[src/design/log_frequency_max_binning_scroll_macros.svh]
// Assertion helpers for the top-level design file.
`ifndef LOG_FREQUENCY_MAX_BINNING_SCROLL_MACROS_SVH
`define LOG_FREQUENCY_MAX_BINNING_SCROLL_MACROS_SVH

`ifndef SYNTH
// Same-cycle implication, sampled on clk, off during reset.
`define LFMBS_ASSERT_IMP(lbl, ante, cons) \
  lbl: assert property (@(posedge clk) disable iff (!rst_n) (ante) |-> (cons)) \
    else $error("lfmbs: implication check failed");
// Next-cycle implication, sampled on clk, off during reset.
`define LFMBS_ASSERT_NXT(lbl, ante, cons) \
  lbl: assert property (@(posedge clk) disable iff (!rst_n) (ante) |=> (cons)) \
    else $error("lfmbs: next-cycle check failed");
`else
`define LFMBS_ASSERT_IMP(lbl, ante, cons)
`define LFMBS_ASSERT_NXT(lbl, ante, cons)
`endif

`endif

[src/design/lfmbs_pkg.sv]
package lfmbs_pkg;

  localparam logic [1:0] OP_SET_RANGE = 2'd0;
  localparam logic [1:0] OP_PUSH_BIN  = 2'd1;
  localparam logic [1:0] OP_READ_CELL = 2'd2;
  localparam logic [1:0] OP_CLEAR     = 2'd3;

  localparam logic [1:0] KIND_CELL   = 2'd0;
  localparam logic [1:0] KIND_ACCEPT = 2'd1;
  localparam logic [1:0] KIND_DROP   = 2'd2;

  localparam logic [1:0] CFG_FLOOR = 2'd0;
  localparam logic [1:0] CFG_BINS  = 2'd1;

  localparam logic signed [15:0] FLOOR_RST = 16'sh8800;  // -120 dB
  localparam logic [10:0]        BINS_RST  = 11'd513;
  localparam logic [10:0]        CNT_SAT   = 11'd2047;

  // One command travelling down the row chain.
  typedef struct packed {
    logic               is_range;
    logic               is_bin;
    logic               last;
    logic               commit;
    logic [6:0]         row;
    logic [9:0]         lo;
    logic [9:0]         hi;
    logic [10:0]        idx;
    logic signed [15:0] value;
    logic signed [15:0] floor;
  } token_t;

  // Final row maximum draining toward the history write port.
  typedef struct packed {
    logic               valid;
    logic signed [15:0] value;
  } lane_t;

endpackage

[src/design/lfmbs_cell.sv]
module lfmbs_cell #(
  parameter int CELL_ID = 0
) (
  input  logic            clk,
  input  logic            rst_n,
  input  lfmbs_pkg::token_t tok_i,
  input  lfmbs_pkg::lane_t  lane_i,
  output lfmbs_pkg::token_t tok_o,
  output lfmbs_pkg::lane_t  lane_o
);
  import lfmbs_pkg::*;

  logic [9:0]         lo_r, lo_nxt;
  logic [9:0]         hi_r, hi_nxt;
  logic signed [15:0] peak_r, peak_nxt;
  token_t             tok_r;
  lane_t              lane_r, lane_nxt;

  logic               in_rng;
  logic signed [15:0] upd;
  logic signed [15:0] fin;

  always_comb begin
    in_rng = tok_i.is_bin && ({1'b0, lo_r} <= tok_i.idx) && (tok_i.idx <= {1'b0, hi_r});
    upd    = (in_rng && (tok_i.value > peak_r)) ? tok_i.value : peak_r;
    fin    = (upd > tok_i.floor) ? upd : tok_i.floor;

    lo_nxt   = lo_r;
    hi_nxt   = hi_r;
    peak_nxt = upd;
    lane_nxt = lane_i;
    if (tok_i.is_range && (int'(tok_i.row) == CELL_ID)) begin
      lo_nxt = tok_i.lo;
      hi_nxt = tok_i.hi;
    end
    // Column end: hand the final maximum to the drain lane and restart.
    if (tok_i.is_bin && tok_i.last) begin
      peak_nxt       = tok_i.floor;
      lane_nxt.valid = tok_i.commit;
      lane_nxt.value = fin;
    end
  end

  always_ff @(posedge clk) begin
    if (!rst_n) begin
      lo_r           <= '0;
      hi_r           <= '0;
      peak_r         <= FLOOR_RST;
      tok_r.is_range <= 1'b0;
      tok_r.is_bin   <= 1'b0;
      lane_r.valid   <= 1'b0;
    end else begin
      lo_r   <= lo_nxt;
      hi_r   <= hi_nxt;
      peak_r <= peak_nxt;
      tok_r  <= tok_i;
      lane_r <= lane_nxt;
    end
  end

  assign tok_o  = tok_r;
  assign lane_o = lane_r;

endmodule

[config.mk]
export PLATFORM = sky130hd
export DESIGN_NAME = lfmbs_cell
export DESIGN_NICKNAME = d
export VERILOG_FILES = /design/src/design/log_frequency_max_binning_scroll_macros.svh /design/src/design/lfmbs_pkg.sv /design/src/design/lfmbs_cell.sv
export SDC_FILE = /design/constraint.sdc
export NUM_CORES = 1
export LEC_CHECK = 0
export BUFFER_PORTS_ARGS = -buffer_cell sky130_fd_sc_hd__buf_2
export CORE_AREA = 2 2 114 116
export DETAILED_ROUTE_END_ITERATION = 12
export DIE_AREA = 0 0 116 118
export MAX_ROUTING_LAYER = met4
export PLACE_DENSITY = 0.78
export SETUP_SLACK_MARGIN = 0.1
export SLEW_MARGIN = 15
export SYNTH_ARGS = -nofsm -noshare
export SYNTH_HDL_FRONTEND = slang
export SYNTH_SLANG_ARGS = --single-unit
[constraint.sdc]
create_clock -name clk -period 6.2 [get_ports clk]
set_clock_uncertainty 0.05 [all_clocks]
set_input_delay 1.24 -clock clk [delete_from_list [all_inputs] [get_ports clk]]
set_output_delay 1.24 -clock clk [all_outputs]
set_load 0.02 [all_outputs]
==> results of run 1 <==
kinds of logic (layout without fill, tap and decap cells):
| kind of cell | Yosys count | count (layout) |
|---|---|---|
| muxes | 27 | 27 |
| adders and majority gates | 52 | 52 |
| and+or+nand+nor | 118 | 118 |
| buffers and inverters | 92 | 297 |
| AOI/OAI and AO/OA | 145 | 145 |
| DFF | 127 | 127 |
registers in the layout, indices dropped and copies added, names as in the netlist:
name	flops
lane_o	17
lo_r	10
hi_r	10
tok_o	74
peak_r	16
per-layer routing:
layer / wire, um / part of all wire
met4: 424 / 0.027
met1: 6480 / 0.41
met5: 0 / 0
met3: 1160 / 0.074
met2: 7660 / 0.49
path summary, 6_finish.rpt:
check,from,end
min,hi_r[8]$_SDFFE_PN0P_,hi_r[8]$_SDFFE_PN0P_
min reg2reg,hi_r[8]$_SDFFE_PN0P_,hi_r[8]$_SDFFE_PN0P_
max reg2reg,peak_r[11]$_SDFF_PN1_,lane_o[15]$_DFFE_PP_
max,tok_i[22],lane_o[15]$_DFFE_PP_
critical path: stages:
cell and delay [ns]:
buf_2 0.13, ha_1 0.30, nand4_1 0.21, a2111oi_4 0.65, or3_1 0.65, o41ai_1 0.13, a222oi_1 0.54, ha_1 0.38
a21o_1 0.19, a21o_1 0.17, a21oi_1 0.19, o21ba_2 0.16, o21ai_0 0.08, o21ai_1 0.20, buf_4 0.20, nor2_1 0.07
a221o_1 0.33
report_power, final:
group / internal (mW) / switching (mW) / total, mW
clock network: 0.654 / 0.332 / 0.986
registers: 0.975 / 0.0187 / 0.993
logic: 0.173 / 0.288 / 0.461
total: 1.80 / 0.638 / 2.44
placed cells by master (no fill, tap or decap), types with 6 or more instances in the layout:
cell type	n
a211oi_1	10
and2_1	13
a31oi_1	14
dfxtp_1	39
nand4_1	10
nand2_1	8
nor2_1	40
mux2i_1	26
buf_4	16
nor3_1	11
ha_1	52
a222oi_1	6
inv_1	67
o41ai_1	6
buf_2	182
nor4_1	13
clkbuf_16	18
a21oi_1	34
o31ai_1	8
edfxtp_1	88
o21ai_0	31
metrics by stage:
stage          setup slack [ns]  hold WS, ns   util  area [um2]
2_1_floorplan             0.420        0.413      -        6290
3_3_place_gp              0.249        0.429  0.599        7440
3_5_place_dp              0.115        0.439  0.599        7440
4_1_cts                   0.549        0.452  0.647        8040
5_1_grt                   0.261        0.492  0.647        8040
6_report                  0.480        0.448  0.647        8040
layout make-up:
type	count	area share
timing repair buffer	198	0.128
clock buffer	26	0.0648
clock inverter	6	0.00965
tap	172	0.0268
sequential	127	0.426
multi-input combinational	342	0.313
inverter	67	0.0313
==> impl_results.md, run 1 <==
- Cell with the most instances after synthesis: edfxtp_1
- Critical path class: input port to flip-flop
- Vias: 5282
- CP Capture Type: flip-flop
- Reg2Reg Setup Slack: 0.99 ns
- # diodes: 0
- Post-synth top area cell: edfxtp_1
- Nets: 898
- Boundary Pins: 184
- Status: complete, no violations
- Register area share after synthesis: 0.544
- Die area: 0.0137 mm2
- Final Setup Violations: 0
- Routed WL per cell: 16.8 um
- Largest family of logic cells by synthesized area: compound AO/OA/AOI/OAI gates
- GP Congestion: 0.879
- Avg Cell Area, Syn: 11.2 um2
- Compound-Gate Fraction of Synth Area: 0.156
- Setup TNS: 0 ns
- CTS root buf: clkbuf_16
- First-pass iteration count of the detailed router: 6
- Asr flop ratio synth: 0
- DRT Wirelength: 15.7 mm
- Post-Syn Instances: 561
- Synthesis Warnings: 0
- Skew-Pair Late Insertion Delay: 0.42 ns
- Power Total: 2.44 mW
- Initial antenna violation count: 0
- Prevailing post-synth register cell: edfxtp_1
- CTS tree: done
- Busiest grt layer: met2
- Layout cells sized above 1: 0.302
- Pleak: 3.65 nW
- Vias in the first global route: 5153
- Resize count post-CTS: 0
- MaxCap Viol Count: 0
- CTS Sinks: 127
- Adder-cell share of the synthesized area: 0.103
- TritonCTS buffer count: 17
- FF+latch count, synth: 127
- Area of the multi-input gates: 0.00252 mm2
- Fin cells: 938
- Req. time, crit path: 6.31 ns
- DR DRC count: 0
- Final min period: 5.72 ns
- FF-to-FF path depth: 17
- Synth Area in Simple Gates: 0.0974
- Cell count after placement: 906
- Synthesized Nets: 706
- Unrepaired setup endpoints after global routing: false
- PwrDens: 304 mW/mm2
- Slew HR: 0.231
- Die Wd: 116 um
- Critical path arrival: 5.83 ns
- Dpl hpwl: 11.6 mm
- Violation count after the first detailed-routing iteration: 494
- Initial Util: 0.507
- VDD IR max: 0.190 mV
- Hold Crit Class: flip-flop to flip-flop
- Vias per inst: 5.63
- Post-synth EDFFs: 88
- Worst-path fanout max: 19
- Met1 GRT Util: 0.288
- CP Launch Type: input port
- Synth-to-layout area growth: 27.7%
- Worst slew pin tran: 1.15 ns
- Post-synthesis xor/xnor area fraction: 0
- Final hold viol count: 0
- Synth cell count leaders: 88 x edfxtp_1, 67 x inv_1, 52 x ha_1
- Seq. cell area: 0.00342 mm2
- WHS Path Cells: 2
- Met2 Use GR: 0.386
- Total GRT Usage: 0.241
- CTS H-tree lvls: 4
- First-pass GRT wire length: 24.7 mm
- GRT overflow: 0
- Largest net degree at the start of global routing: 52
- Mapped Area: 0.00629 mm2
- GRT met3 Usage: 0.0618
- Period utilization: 0.923
- Largest cells by area after synthesis: edfxtp_1 42%, dfxtp_1 12%, ha_1 10%
- Fill count: 1016
- CORE AREA: 0.0124 mm2
- CTS Hold Bufs: 0
- Fmax: 175 MHz
- Proportion of synthesized area in mux cells: 0.0431
- Die Y-Extent: 118 um
- Post-route ant nets: 0
- Port Buffers: 183
- Site Rows: 41
- Yosys cell types: 46
- Post-CTS setup buffer count: 0
- CTS clk-pin slew, worst paths: 0.05 ns
- Final Max Tran Viols: 0
- Max clock buf depth: 2
- Share of the synthesized area in the top cell type: 0.420
Note: power is estimated with default switching activity, not from simulation.
==> inputs of run 2 (changes only) <==
- CAP_MARGIN: not set -> 5
- PLACE_DENSITY: 0.78 -> not set
- PLACE_DENSITY_LB_ADDON: not set -> 0.3
- SLEW_MARGIN: 15 -> not set
==> impl_results.md, run 2 (synthesized netlist as in run 1, its figures left out) <==
- Status: complete, no violations
- MaxCap Viol Count: 0
- Fmax: 175 MHz
- Max reg flops: 74
- Unrepaired setup endpoints after global routing: false
- Nets: 897
- Critical path arrival: 5.77 ns
- Violation count after the first detailed-routing iteration: 452
- Critical Path, Cell by Cell: buf_2 -> inv_1 -> ha_1 -> a211oi_1 -> nor3_1 -> or3_1 -> o21a_1 -> a211o_1 -> a222oi_1 -> ha_1 -> a21o_1 -> a21o_1 -> a21oi_1 -> o21ba_2 -> o21ai_0 -> o21ai_1 -> buf_4 -> mux2i_1 -> a21oi_1
- Pleak: 3.63 nW
- GRT overflow: 0
- Fill count: 1040
- Power Total: 2.39 mW
- Largest net degree at the start of global routing: 53
- Initial Util: 0.507
- Max clock buf depth: 2
- Site Rows: 41
- TritonCTS buffer count: 17
- CTS Hold Bufs: 0
- CTS Sinks: 127
- CORE AREA: 0.0124 mm2
- Final min period: 5.71 ns
- Reg2Reg Setup Slack: 1.04 ns
- Layout cells sized above 1: 0.301
- Final Max Tran Viols: 0
- Area of the multi-input gates: 0.00252 mm2
- Req. time, crit path: 6.26 ns
- First-pass GRT wire length: 24.0 mm
- R2r startpoint: peak_r[11]$_SDFF_PN1_
- Die area: 0.0137 mm2
- Vias in the first global route: 5030
- Hold Crit Class: flip-flop to flip-flop
- First-pass iteration count of the detailed router: 8
- Die Wd: 116 um
- Critical path class: input port to flip-flop
- Hold wc startpoint: hi_r[1]$_SDFFE_PN0P_
- Synth-to-layout area growth: 27.2%
- Initial antenna violation count: 1
- Post-route ant nets: 0
- Crit-path leading delay family: compound AO/OA/AOI/OAI gates
- Skew-Pair Late Insertion Delay: 0.41 ns
- Die Y-Extent: 118 um
- Worst-path fanout max: 10
- Routed WL per cell: 16.4 um
- Post-CTS setup buffer count: 0
- Worst slew pin tran: 1.15 ns
- CTS clk-pin slew, worst paths: 0.05 ns
- Port Buffers: 183
- CP Launch Type: input port
- Crit path from: tok_i[40]
- Vias per inst: 5.46
- PwrDens: 299 mW/mm2
- Slowest stage delay, CP: 0.71 ns
- Buf/Inv on CP: 3
- DR DRC count: 0
- Critical Path Slowest Stage Cell: a222oi_1
- Resize count post-CTS: 0
- Most frequent cells in the layout: 182 x buf_2, 88 x edfxtp_1, 67 x inv_1, 52 x ha_1, 40 x nor2_1
- Slew HR: 0.233
- GP Congestion: 0.869
- CP Capture Type: flip-flop
- VDD IR max: 0.192 mV
- Setup TNS: 0 ns
- Final Setup Violations: 0
- CTS tree: done
- Period utilization: 0.921
- Boundary Pins: 184
- CTS root buf: clkbuf_16
- Final hold viol count: 0
- DRT Wirelength: 15.3 mm
- Commonest non-fill, non-tap cell in the layout: buf_2
- Seq. cell area: 0.00342 mm2
- Dpl hpwl: 11.0 mm
- Vias: 5126
- Total GRT Usage: 0.231
- CTS H-tree lvls: 4
[run 2: changes by cell type in the layout (fill, tap and decap cells not counted)]
cell	delta
buf_4	-1
clkbuf_16	-1
clkbuf_8	-1
clkinv_2	+2
diode_2	+1
[run 2: per-layer routing]
layer	GRT usage	vias up	routed length [um]
met2	0.364	228	7380
met3	0.0618	21	1140
met5	-	-	0
met1	0.279	2381	6570
li1	-	2496	-
met4	0.100	0	258
[run 2: through the flow]
| stage | instance area (um2) | hold WS [ns] | util | cells | setup WS (ns) |
|---|---|---|---|---|---|
| 5_1_grt | 8000 | 0.482 | 0.645 | 938 | 0.146 |
| 3_5_place_dp | 7430 | 0.437 | 0.598 | 905 | 0.162 |
| 2_1_floorplan | 6290 | 0.413 | - | 561 | 0.420 |
| 6_report | 8000 | 0.442 | 0.645 | 938 | 0.489 |
| 4_1_cts | 8000 | 0.449 | 0.644 | 937 | 0.560 |
| 3_3_place_gp | 7430 | 0.431 | 0.598 | 905 | 0.259 |
[run 2: final timing paths]
kind                                        endpoint  cells after the start
worst min register to register  hi_r[1]$_SDFFE_PN0P_                      2
worst min-delay path            hi_r[1]$_SDFFE_PN0P_                      2
worst max-delay path             lane_o[4]$_DFFE_PP_                     19
worst max register to register   lane_o[4]$_DFFE_PP_                     17
[run 2: final cells by class]
class,count,share of cell area
flip-flops and latches,127,0.428
multi-input cells,342,0.314
clock inverters,8,0.0109
repair buffers,197,0.128
inverters,67,0.0314
well taps,172,0.0269
clock buffers,24,0.0602
diodes,1,0.000313
[run 2: tightest hold or removal path, stage by stage, from the launching register on]
cell and delay (ns):
dfxtp_1 0.32, mux2i_1 0.07, nor2_1 0.07
[run 2: power by group]
group          switching (mW)  internal [mW]  leakage, nW
Sequential             0.0178          0.975         1.18
Clock                   0.328          0.617        0.283
Combinational           0.285          0.171         2.17
